**config.mk**
```make
export PLATFORM = sky130hd
export DESIGN_NAME = ccbs_ram
export DESIGN_NICKNAME = d
export VERILOG_FILES = /design/src/ccbs_ram.sv
export SDC_FILE = /design/constraint.sdc
export NUM_CORES = 1
export LEC_CHECK = 0
export ABC_AREA = 1
export ABC_CLOCK_PERIOD_IN_PS = 2260
export BUFFER_PORTS_ARGS = -buffer_cell sky130_fd_sc_hd__buf_2
export CORE_MARGIN = 5
export CORE_UTILIZATION = 43
export DETAILED_ROUTE_END_ITERATION = 12
export SLEW_MARGIN = 20
export SYNTH_ARGS = -nofsm -noshare
export SYNTH_HDL_FRONTEND = slang
export SYNTH_SLANG_ARGS = --single-unit
```
**constraint.sdc**
```tcl
create_clock -name clock -period 2.26 [get_ports clock]
set_input_delay 0.339 -clock clock [delete_from_list [all_inputs] [get_ports clock]]
set_output_delay 0.339 -clock clock [all_outputs]
set_load 0.01 [all_outputs]
```
**src/ccbs_ram.sv**
```systemverilog
// Generic single-port-write, one-read RAM with registered read data.
// No dependencies.
module ccbs_ram #(
   parameter int WIDTH = 8,
   parameter int DEPTH = 16
) (
   input  logic                     clock,
   input  logic                     wr_en,
   input  logic [$clog2(DEPTH)-1:0] wr_addr,
   input  logic [WIDTH-1:0]         wr_data,
   input  logic [$clog2(DEPTH)-1:0] rd_addr,
   output logic [WIDTH-1:0]         rd_data
);
   logic [WIDTH-1:0] mem [DEPTH];
   always_ff @(posedge clock) begin
      if (wr_en) mem[wr_addr] <= wr_data;
      rd_data <= mem[rd_addr];
   end
endmodule

```
==> flow_results.xml <==
<?xml version="1.0" encoding="UTF-8"?>
<metrics>
  <group name="drt">
    <metric name="detail_route.wl_per_cell" unit="um">17.0</metric>
    <metric name="route.vias.total" unit="">3679</metric>
    <metric name="detailedRoute.firstPassIterationCount" unit="">5</metric>
    <metric name="remaining_drc_errors" unit="">0</metric>
    <metric name="detail-route-antenna-nets" unit="">0</metric>
    <metric name="route.detailed.vias_per_inst" unit="">4.78</metric>
    <metric name="totalWireLength" unit="mm">13.1</metric>
    <metric name="drtIter0Drc" unit="">385</metric>
  </group>
  <group name="sta">
    <metric name="rsz0062_at_grt" unit="">false</metric>
    <metric name="maxSlewHeadroom" unit="%">47.6</metric>
    <metric name="min_period" unit="ns">1.28</metric>
    <metric name="setup_viol" unit="">0</metric>
    <metric name="drv_slew" unit="">0</metric>
    <metric name="final.period_utilization" unit="%">56.7</metric>
    <metric name="final_hold_viol_count" unit="">0</metric>
    <metric name="worst_slew_pin_tran" unit="ns">0.784</metric>
    <metric name="setup_skew_after_layout" unit="ns">0.00584</metric>
    <metric name="maxClockFrequency" unit="MHz">780</metric>
    <metric name="fin_setup_tns" unit="ns">0</metric>
    <metric name="minimum_setup_slack_in_the_final_design" unit="ns">0.979</metric>
  </group>
  <group name="clocking">
    <metric name="cts_htree_levels" unit="">4</metric>
    <metric name="cts-buffers-inserted" unit="">17</metric>
    <metric name="cts_post_setup_buffers_inserted" unit="">0</metric>
    <metric name="cts.repair.resized" unit="">0</metric>
    <metric name="numClockSinks" unit="">136</metric>
    <metric name="holdBufCountCts" unit="">0</metric>
    <metric name="insertion_delay_to_the_later_sink_of_the_worst_skew_pair" unit="ns">0.42</metric>
    <metric name="clock_slew_at_reported_path_ffs" unit="ns">0.05</metric>
    <metric name="clk_root_buffer_cell" unit="">clkbuf_16</metric>
    <metric name="tritoncts" unit="">built</metric>
    <metric name="ctsLongestPathBuffers" unit="">2</metric>
  </group>
  <group name="synth">
    <metric name="synth.yosys.seq_area_share" unit="%">69.4</metric>
    <metric name="ys.warnings.count" unit="">0</metric>
    <metric name="yosysUniqueCellTypes" unit="">12</metric>
    <metric name="post_synth_xor_area_fraction" unit="%">0</metric>
    <metric name="dominant_combinational_cell_family_by_area_after_synthesis" unit="">simple AND/OR/NAND/NOR gates</metric>
    <metric name="synthMuxAreaShare" unit="%">0</metric>
    <metric name="synthDominantAreaCellType" unit="">edfxtp_1</metric>
    <metric name="synth-edff-count" unit="">128</metric>
    <metric name="syn-num-nets" unit="">569</metric>
    <metric name="instance_count_of_the_mapped_netlist" unit="">551</metric>
    <metric name="synth.top_cells.by_area" unit="">edfxtp_1 67%, nand2_1 11%, nand3_1 8.4%</metric>
    <metric name="yosysMostFrequentCell" unit="">nand2_1</metric>
    <metric name="adder_and_majority_gate_portion_of_the_synthesized_area" unit="%">0</metric>
    <metric name="synth_seq_cells" unit="">136</metric>
    <metric name="synth_area_in_compound_gates" unit="%">0</metric>
    <metric name="postSynth.asyncResetShare" unit="%">0</metric>
    <metric name="synthSimpleGateAreaFrac" unit="%">21.0</metric>
    <metric name="mappedNetlistArea" unit="mm2">0.00577</metric>
    <metric name="netlist_top_cells_count" unit="">173 x nand2_1, 128 x edfxtp_1, 100 x inv_1, 97 x nand3_1, 17 x nor2_1</metric>
    <metric name="synthDominantCellAreaShare" unit="%">66.7</metric>
    <metric name="post_synth.cell_area_avg" unit="um2">10.5</metric>
    <metric name="synthFlopType" unit="">edfxtp_1</metric>
  </group>
  <group name="floorplan">
    <metric name="fp.dieArea" unit="mm2">0.0158</metric>
    <metric name="placement_rows" unit="">42</metric>
    <metric name="ioPinCount" unit="">26</metric>
    <metric name="die_x" unit="um">126</metric>
    <metric name="die_height" unit="um">126</metric>
    <metric name="core_area" unit="mm2">0.0132</metric>
    <metric name="initial_cell_density_of_the_core" unit="%">43.7</metric>
  </group>
  <group name="worst_setup_path">
    <metric name="worstReg2RegStart" unit="">mem[3][2]$_DFFE_PP_</metric>
    <metric name="timing.critical_path.arrival" unit="ns">0.94</metric>
    <metric name="rr_worst_depth" unit="">6</metric>
    <metric name="worst_path_largest_cell_delay" unit="ns">0.37</metric>
    <metric name="termination_of_the_worst_setup_path" unit="">rd_data[6]</metric>
    <metric name="crit_start" unit="">rd_data[6]$_DFF_P_</metric>
    <metric name="cp.depth" unit="">1</metric>
    <metric name="crit_fanout" unit="">1</metric>
    <metric name="timing.setup.critical_path_class" unit="">reg2out</metric>
    <metric name="required" unit="ns">1.92</metric>
    <metric name="crit_path_start_kind" unit="">register</metric>
    <metric name="timing.critical_path.max_delay_family" unit="">flip-flops</metric>
    <metric name="worstPathCellList" unit="">buf_2</metric>
    <metric name="worst_path_max_delay_cell" unit="">dfxtp_1</metric>
    <metric name="reg2reg_slack" unit="ns">1.25</metric>
    <metric name="crit_buf_inv" unit="">1</metric>
    <metric name="reg_to_reg_critical_path_endpoint" unit="">rd_data[2]$_DFF_P_</metric>
    <metric name="crit_path_end_kind" unit="">output port</metric>
  </group>
  <group name="cells_and_area">
    <metric name="final_nets" unit="">602</metric>
    <metric name="drive_above_1_share" unit="%">10.4</metric>
    <metric name="final.fill_count" unit="">1208</metric>
    <metric name="layout-area-overhead-vs-synth" unit="%">13.5</metric>
    <metric name="antennaDiodeCount" unit="">0</metric>
  </group>
  <group name="global_route">
    <metric name="gr-total-overflow" unit="">0</metric>
    <metric name="grt_first_pass_wirelength" unit="mm">20.6</metric>
    <metric name="vias_in_the_first_global_route" unit="">3682</metric>
    <metric name="grt_usage" unit="%">17.4</metric>
    <metric name="grt_max_degree" unit="">33</metric>
    <metric name="initial_antenna_violation_count" unit="">0</metric>
  </group>
  <group name="pwr">
    <metric name="p_total" unit="mW">5.59</metric>
    <metric name="powerDensity" unit="mW/mm2">854</metric>
    <metric name="vdd_ir_drop_max" unit="V">0.000473</metric>
    <metric name="power_leakage" unit="nW">2.83</metric>
  </group>
  <group name="place">
    <metric name="post-dp-hpwl" unit="mm">8.33</metric>
    <metric name="port_buffers" unit="">25</metric>
    <metric name="gp_congestion" unit="">0.860</metric>
    <metric name="preCtsSetupSlack" unit="ns">0.583</metric>
  </group>
  <group name="flow_run">
    <metric name="drv_cap" unit="">0</metric>
  </group>
  <group name="worst_hold_path">
    <metric name="worst_hold_path_cells" unit="">3</metric>
    <metric name="min-delay-path-class" unit="">in2reg</metric>
  </group>
  <group name="run_status">
    <metric name="status" unit="">finished, final reports clean</metric>
  </group>
</metrics>
## metal layers
metal / part of all wire, % / global-route usage, % / vias up
met2: 48 / 27.2 / 105
met3: 6.5 / 4.78 / 17
met5: 0 / 0 / -
met1: 44 / 23.8 / 1724
li1: - / - / 1833
met4: 1.7 / 6.06 / 0
## worst reg2reg max path, delay by kind of cell, from the launching register on
kind,cells,cell delay [ns]
buf+inv,1,0.07
flops,1,0.36
simple gates,5,0.48
## kinds of logic (layout without fill, tap and decap cells)
group | after synthesis | in the layout
flops | 136 | 136
simple gates | 289 | 289
buf+inv | 126 | 169
## state kept, by name, summed over array words and instances, names as in the netlist
name / cells
rd_data: 8
mem: 128
## cell type report
class                      instances  area, um2  area share, %
clock inverter                     6       53.8          0.822
multi-input combinational        289       1210           18.5
timing repair buffer              38        223           3.40
clock buffer                      23        448           6.84
sequential                       136       4000           61.2
inverter                         102        383           5.85
tap                              176        220           3.36
## cell usage in the layout (no fill, tap or decap)
cell type and n:
nand2_1 173, edfxtp_1 128, inv_1 100, nand3_1 97, buf_2 25, nor2_1 17, clkbuf_16 17, buf_4 13
dfxtp_1 8, clkbuf_1 6, clkinv_2 4, inv_2 2, nand3b_1 2, bufinv_16 1, clkinv_1 1
## worst min path at each step
stage                                      to                  from  slack [ns]
after floorplan           mem[0][0]$_DFFE_PP_            wr_data[0]        0.44
after global placement     rd_data[7]$_DFF_P_  mem[10][7]$_DFFE_PP_        0.64
after detailed placement   rd_data[7]$_DFF_P_  mem[11][7]$_DFFE_PP_        0.66
after CTS                  rd_data[1]$_DFF_P_            rd_addr[3]        0.26
after global routing       rd_data[2]$_DFF_P_            rd_addr[3]        0.27
final                      rd_data[2]$_DFF_P_            rd_addr[3]        0.29
## power by group
part           switching, mW  leakage [nW]  total (mW)  internal (mW)
combinational          0.241          1.36       0.336         0.0946
clock                  0.933         0.248        2.41           1.48
sequential            0.0215          1.22        2.84           2.82
total                   1.20          2.83        5.59           4.39
## stage by stage
step / utilization (%) / area [um2] / hold WS (ns) / cells
6_report: 49.6 / 6550 / 0.286 / 770
5_1_grt: 49.6 / 6550 / 0.268 / 770
4_1_cts: 49.6 / 6550 / 0.258 / 770
3_5_place_dp: 45.8 / 6040 / 0.662 / 741
3_3_place_gp: 45.8 / 6040 / 0.640 / 741
2_1_floorplan: - / 5770 / 0.438 / 551
(Power assumes the default switching activity.)
