<file path="src/ccbs_pkg.sv">
// Package for the closed cubic B-spline sampler: widths, op codes and helpers.
// Used by ccbs_lane and the top level; depends on nothing.
package ccbs_pkg;
   localparam int MAX_POINTS = 64;
   localparam int COORD_BITS = 16;
   localparam int IDX_BITS   = $clog2(MAX_POINTS);
   localparam int PC_BITS    = 7;
   localparam int NS_BITS    = 6;
   localparam int W_BITS     = 3 * NS_BITS + 3;
   localparam int PROD_BITS  = W_BITS + COORD_BITS + 1;
   localparam int ACC_BITS   = PROD_BITS + 2;
   localparam int DEN_BITS   = 3 * NS_BITS + 3;
   localparam int Q_BITS     = ACC_BITS;
   localparam int PT_BITS    = 3 * COORD_BITS;
   localparam logic OP_LOAD  = 1'b0;
   localparam logic OP_GEN   = 1'b1;
   localparam logic [PC_BITS-1:0] PC_RESET = 7'd4;
   localparam logic [NS_BITS-1:0] NS_RESET = 6'd20;

   typedef logic signed [COORD_BITS-1:0] coord_type;

   // weights for one step k of n, scaled by 6*n^3
   typedef struct packed {
      logic signed [W_BITS-1:0] w0;
      logic signed [W_BITS-1:0] w1;
      logic signed [W_BITS-1:0] w2;
      logic signed [W_BITS-1:0] w3;
   } weights_type;
endpackage

</file>
<file path="src/ccbs_lane.sv">
// One coordinate lane: weighted sum of four points, then rounded division.
// Depends on ccbs_pkg.
module ccbs_lane import ccbs_pkg::*; (
   input  logic                       clock,
   input  logic                       clr,
   input  logic                       mac_en,
   input  logic signed [W_BITS-1:0]   w,
   input  coord_type                  p,
   input  logic                       div_start,
   input  logic [DEN_BITS-1:0]        den,
   output logic                       div_busy,
   output coord_type                  result
);
   logic signed [PROD_BITS-1:0] prod_ff;
   logic                        pv_ff;
   logic signed [ACC_BITS-1:0]  acc_ff;
   logic                        neg_ff;
   logic [Q_BITS:0]             rem_ff;
   logic [Q_BITS-1:0]           num_ff, q_ff;
   logic [DEN_BITS:0]           d2_ff;
   logic [$clog2(Q_BITS+1)-1:0] cnt_ff;
   logic                        busy_ff;
   logic [Q_BITS:0]             trial;
   logic [Q_BITS-1:0]           mag;
   logic signed [Q_BITS:0]      sq;

   assign trial = {rem_ff[Q_BITS-1:0], num_ff[Q_BITS-1]};
   // |acc|*2 + den, fits since |acc| << 2^(ACC_BITS-2)
   assign mag = (acc_ff[ACC_BITS-1] ? Q_BITS'(-acc_ff) : Q_BITS'(acc_ff));

   always_ff @(posedge clock) begin
      prod_ff <= PROD_BITS'(w * p);
      pv_ff   <= mac_en;
      if (clr) acc_ff <= '0;
      else if (pv_ff) acc_ff <= acc_ff + ACC_BITS'(prod_ff);
      if (clr) busy_ff <= 1'b0;
      else if (div_start) begin
         busy_ff <= 1'b1;
         neg_ff  <= acc_ff[ACC_BITS-1];
         num_ff  <= Q_BITS'({mag, 1'b0} + Q_BITS'(den));
         d2_ff   <= {den, 1'b0};
         rem_ff  <= '0;
         cnt_ff  <= '0;
      end else if (busy_ff) begin
         num_ff <= {num_ff[Q_BITS-2:0], 1'b0};
         if (trial >= (Q_BITS+1)'(d2_ff)) begin
            rem_ff <= trial - (Q_BITS+1)'(d2_ff);
            q_ff   <= {q_ff[Q_BITS-2:0], 1'b1};
         end else begin
            rem_ff <= trial;
            q_ff   <= {q_ff[Q_BITS-2:0], 1'b0};
         end
         cnt_ff <= cnt_ff + 1'b1;
         if (cnt_ff == ($clog2(Q_BITS+1))'(Q_BITS-1)) busy_ff <= 1'b0;
      end
   end
   assign div_busy = busy_ff;

   always_comb begin
      sq = neg_ff ? -$signed({1'b0, q_ff}) : $signed({1'b0, q_ff});
      if (sq > (Q_BITS+1)'(signed'(2**(COORD_BITS-1)-1)))
         result = coord_type'(2**(COORD_BITS-1)-1);
      else if (sq < -(Q_BITS+1)'(signed'(2**(COORD_BITS-1))))
         result = coord_type'(-(2**(COORD_BITS-1)));
      else result = coord_type'(sq);
   end
endmodule

</file>
<file path="config.mk">
export PLATFORM = sky130hd
export DESIGN_NAME = ccbs_lane
export DESIGN_NICKNAME = d
export VERILOG_FILES = /design/src/ccbs_pkg.sv /design/src/ccbs_lane.sv
export SDC_FILE = /design/constraint.sdc
export NUM_CORES = 1
export LEC_CHECK = 0
export BUFFER_PORTS_ARGS = -buffer_cell sky130_fd_sc_hd__buf_4
export CORE_MARGIN = 4
export CORE_UTILIZATION = 65
export DETAILED_ROUTE_END_ITERATION = 8
export PLACE_DENSITY = 0.91
export SLEW_MARGIN = 20
export SYNTH_ARGS = -nofsm -noshare
export SYNTH_HDL_FRONTEND = slang
export SYNTH_SLANG_ARGS = --single-unit
</file>
<file path="constraint.sdc">
create_clock -name clock -period 8.3 [get_ports clock]
set_clock_uncertainty 0.05 [all_clocks]
set_input_delay 0.83 -clock clock [delete_from_list [all_inputs] [get_ports clock]]
set_output_delay 0.83 -clock clock [all_outputs]
set_load 0.05 [all_outputs]
</file>
==> impl_metrics.json, run 1 <==
{
  "clock.fmax_mhz": 141,
  "viasPerCell": 6.13,
  "min_period_ns": 7.09,
  "yosys_most_used_dff": "edfxtp_1",
  "portBuffers": 78,
  "pre_cts_ws_ns": 0.723,
  "ant_nets": 0,
  "layout_commonest_cell": "inv_1",
  "synthArstFlopShare_pct": 0,
  "insertedDiodeCount": 0,
  "antenna_found_initial": 0,
  "timing.rr.end": "num_ff[34]$_DFFE_PP_",
  "min_path_type": "in2reg",
  "grt_setup_unrepaired": "no",
  "syn_area_per_cell_um2": 9.31,
  "required_ns": 8.63,
  "htreeDepth": 1,
  "r2r_cells": 14,
  "crit_path_end": "prod_ff[33]$_DFF_P_",
  "clk_latency_ns": 0.54,
  "slew_violations": 0,
  "areaGrowthSynthToFinish_pct": 6.62,
  "post_cts_buffers": 0,
  "grt_pass1_vias": 22210,
  "cts_hold_buffers": 0,
  "grt_first_pass_wirelength_um": 108000,
  "syn_area_um2": 27000,
  "r2r_start": "acc_ff[2]$_SDFFE_PP0P_",
  "ys_top_cells_by_area": "fa_1, edfxtp_1, ha_1, inv_1, dfxtp_1",
  "rows": 74,
  "cp.arrival_ns": 7.42,
  "crit_path_start_kind": "input pin",
  "fin_crit_sh_pct": 85.4,
  "finalSetupViolations": 0,
  "fin_setup_tns_ns": 0,
  "clk_pin_slew_ns": 0.06,
  "core_area_um2": 41000,
  "hold_violations": 0,
  "max_cap_violations": 0,
  "r2r_setup_slack_ns": 3.06,
  "synth_nets": 3478,
  "cts_buffer_depth": 3,
  "worst_slew_pin_slew_ns": 1.08,
  "dp_hpwl_um": 48600,
  "crit_type": "in2reg",
  "final_cell_mix": "inv_1, fa_1, nand2_1",
  "cts_root_buffer": "clkbuf_16",
  "die_area_um2": 44900,
  "routedWlPerCell_um": 18.6,
  "critPathLaunch": "p[2]",
  "setup_slack_ns": 1.21,
  "ys_seq_elements": 227,
  "route.vias.total": 21248,
  "routed_wl_um": 64300,
  "fin_nets": 3486,
  "dieHeight_um": 212,
  "grt_max_degree": 95,
  "die_width_um": 212,
  "cts_buffers": 24,
  "yosysSeqAreaShare_pct": 22.3,
  "yosys_warnings": 0,
  "cts_sinks": 227,
  "status": "completed",
  "drive_above_1_share_pct": 6.75,
  "timing.slew.headroom_pct": 27.9,
  "drt_iter0_drc": 1916,
  "path_max_fanout": 21,
  "crit_path_end_kind": "flip-flop",
  "synth_edf_count": 148,
  "synth_top_area_cell": "fa_1",
  "synth.distinct_cells": 79,
  "post_cts_resized": 0,
  "syn-instance-count": 2906,
  "first_pass_iters": 9,
  "pin_count": 79,
  "drc_errors": 0,
  "start_util_pct": 65.9,
  "cts_tree": "yes",
  "grt_use_total_pct": 28.8,
  "globalplace.congestion": 0.958,
  "netlist.area_leader.share_pct": 24.8,
  "grt-ovfl-total": 0
}
## sequential cells by signal (all words and copies together), names as in the netlist
register  cells
pv_ff         1
d2_ff        21
acc_ff       40
neg_ff        1
q_ff         40
num_ff       40
div_busy      1
prod_ff      37
rem_ff       40
cnt_ff        6
## final cells by class
type,instances,area (um2)
inverters,467,1750
fillers,2789,12200
flip-flops and latches,227,6030
repair buffers,87,657
clock inverters,13,185
multi-input cells,2107,18900
well taps,532,666
clock buffers,31,679
## synthesized netlist by cell type, types with 11 or more instances
master,instances
inv_1,466
fa_1,335
nand2_1,297
nor2_1,190
ha_1,175
edfxtp_1,148
xnor2_1,133
and2_1,132
clkbuf_1,90
a21oi_1,88
dfxtp_1,79
o21ai_0,74
a21o_1,71
xor2_1,69
mux2i_1,51
mux2_2,39
nand3_1,33
nor3_1,30
a211oi_1,27
a31oi_1,25
nor2b_1,23
nand2b_1,22
o31ai_1,22
o21a_1,20
nand4_1,19
o21bai_1,19
and3_1,18
nor4_1,18
or3_1,17
o41ai_1,15
nand3b_1,11
o211ai_1,11
## layer usage
metal	routed length (um)	global-route usage (%)	up-vias
met2	32800	52.1	1100
met1	24200	35.7	10329
li1	-	-	9581
met5	0	0	-
met4	2470	10.3	0
met3	4820	3.41	238
## worst min-delay path by stage
stage,from,cells after the start,to
2_1_floorplan,q_ff[22]$_DFFE_PP_,0,q_ff[23]$_DFFE_PP_
3_3_place_gp,q_ff[0]$_DFFE_PP_,0,q_ff[1]$_DFFE_PP_
3_5_place_dp,q_ff[0]$_DFFE_PP_,0,q_ff[1]$_DFFE_PP_
4_1_cts,mac_en,1,pv_ff$_DFF_P_
5_1_grt,mac_en,1,pv_ff$_DFF_P_
6_report,mac_en,1,pv_ff$_DFF_P_
## cell families (layout without fill, tap and decap cells)
| family | count (synthesis) | in the layout | share of synthesized area, % |
|---|---|---|---|
| simple gates | 861 | 861 | 15.6 |
| fa+ha+maj | 510 | 510 | 32.9 |
| mux | 90 | 90 | 3.51 |
| xor+xnor | 202 | 202 | 6.54 |
| flops | 227 | 227 | 22.3 |
| buf+inv | 572 | 598 | 8.01 |
| compound gates | 444 | 444 | 11.1 |
## through the flow
step / hold slack, ns / cell area, um2 / cells / util [%]
global route: 0.325 / 28800 / 3464 / 70.3
finish: 0.345 / 28800 / 3464 / 70.3
CTS: 0.321 / 28800 / 3464 / 70.3
global placement: 0.416 / 28000 / 3420 / 68.2
floorplan: 0.374 / 27000 / 2906 / -
detailed placement: 0.425 / 28000 / 3420 / 68.2
## critical path: stages
cell and delay [ns]:
buf_4 0.27, nand2_1 0.13, fa_1 0.52, inv_1 0.05
fa_1 0.47, fa_1 0.51, inv_1 0.05, fa_1 0.47
inv_1 0.05, fa_1 0.53, inv_1 0.06, fa_1 0.53
inv_1 0.05, ha_1 0.35, o21a_1 0.19, a31oi_1 0.11
a21o_1 0.23, o21ai_0 0.53, a31oi_1 0.21, o31a_1 0.37
a2111oi_0 0.38, o21a_1 0.23, o21a_1 0.14, o311ai_0 0.14
Power of run 1 is left out: the tool's default activity adds up to more than one toggle a clock period on the data nets, which glitch-free logic cannot reach.
==> inputs of run 2 (changes only) <==
- PLACE_DENSITY: 0.91 -> 0.84
==> impl_metrics.json, run 2 (synthesis gave the netlist of run 1 again) <==
{
  "grt_setup_unrepaired": "no",
  "timing.slew.headroom_pct": 26.9,
  "r2r_start": "acc_ff[2]$_SDFFE_PP0P_",
  "insertedDiodeCount": 0,
  "grt-ovfl-total": 0,
  "r2r_setup_slack_ns": 3.27,
  "grt_use_total_pct": 27.6,
  "min_period_ns": 7.05,
  "min_path_type": "in2reg",
  "htreeDepth": 1,
  "fin_setup_tns_ns": 0,
  "route.vias.total": 20710,
  "crit_path_start_kind": "input pin",
  "cts_hold_buffers": 0,
  "slowest_delay_ns": 0.55,
  "clock.fmax_mhz": 142,
  "cp.arrival_ns": 7.38,
  "fin_nets": 3485,
  "core_area_um2": 41000,
  "cts_buffer_depth": 3,
  "finalSetupViolations": 0,
  "cts_buffers": 23,
  "r2r_cells": 14,
  "hold_end": "pv_ff$_DFF_P_",
  "status": "completed",
  "die_width_um": 212,
  "layout_commonest_cell": "inv_1",
  "start_util_pct": 65.9,
  "cp.depth": 24,
  "crit_path_end_kind": "flip-flop",
  "globalplace.congestion": 0.926,
  "cp_top_family": "adder cells",
  "cts_sinks": 227,
  "worst_slew_pin_slew_ns": 1.07,
  "max_cap_violations": 0,
  "clk_latency_ns": 0.52,
  "grt_first_pass_wirelength_um": 103000,
  "dp_hpwl_um": 47400,
  "slew_violations": 0,
  "ant_nets": 0,
  "fin_crit_sh_pct": 84.9,
  "post_cts_buffers": 0,
  "dieHeight_um": 212,
  "post_cts_resized": 0,
  "first_pass_iters": 5,
  "timing.rr.end": "num_ff[30]$_DFFE_PP_",
  "drc_errors": 0,
  "portBuffers": 78,
  "crit_path_frequent_cell": "fa_1",
  "rows": 74,
  "path_cells": "buf_4, nand2_1, fa_1, inv_1, fa_1, inv_1, fa_1, inv_1, fa_1, inv_1, fa_1, inv_1, fa_1, ha_1, nand2_1, nor2_1, nand3_1, o21ai_0, a31oi_1, o31a_1, a2111oi_0, o21a_1, o21a_1, o311ai_0",
  "drive_above_1_share_pct": 6.76,
  "required_ns": 8.63,
  "viasPerCell": 5.98,
  "crit_type": "in2reg",
  "grt_max_degree": 95,
  "cts_root_buffer": "clkbuf_16",
  "min_path_cells": 1,
  "clk_pin_slew_ns": 0.06,
  "drt_iter0_drc": 1547,
  "routed_wl_um": 60800,
  "cts_tree": "yes",
  "pin_count": 79,
  "path_max_fanout": 21,
  "antenna_found_initial": 0,
  "areaGrowthSynthToFinish_pct": 6.62,
  "critPathLaunch": "p[9]",
  "routedWlPerCell_um": 17.6,
  "final_cell_mix": "inv_1, fa_1, nand2_1",
  "utilization_pct": 70.3,
  "hold_violations": 0,
  "die_area_um2": 44900,
  "slowest_stage": "fa_1",
  "hold_start": "mac_en",
  "grt_pass1_vias": 21615,
  "cp_num_buf_inv": 6
}
run 2: worst max-delay path by stage:
stage                          endpoint  slack [ns]
finish              prod_ff[33]$_DFF_P_        1.25
global placement    prod_ff[33]$_DFF_P_        0.89
global route        prod_ff[33]$_DFF_P_        0.90
floorplan           prod_ff[33]$_DFF_P_        1.38
detailed placement  prod_ff[33]$_DFF_P_        0.76
CTS                 prod_ff[33]$_DFF_P_        1.33
run 2: cell type report:
cell class                      instances  area (um2)
Timing Repair Buffer                   87         653
Inverter                              467        1750
Clock inverter                          9         151
Tap cell                              532         666
Fill cell                            2999       12200
Clock buffer                           33         717
Sequential cell                       227        6030
Multi-Input combinational cell       2107       18900
run 2: stage by stage:
step           setup WS (ns)  cell area, um2  std cells  hold slack, ns
2_1_floorplan           1.38           27000       2906           0.374
3_3_place_gp           0.885           28000       3420           0.425
3_5_place_dp           0.756           28000       3420           0.427
4_1_cts                 1.33           28800       3462           0.325
5_1_grt                0.903           28800       3462           0.335
6_report                1.25           28800       3462           0.352
run 2: per-layer routing:
layer	GRT usage [%]	share of wire, %	up-vias
met3	3.41	6.1	166
met4	9.66	3.3	0
met2	48.5	50	771
li1	-	-	9574
met1	35.4	41	10199
met5	0	0	-
Power of run 2 is left out for the same reason.
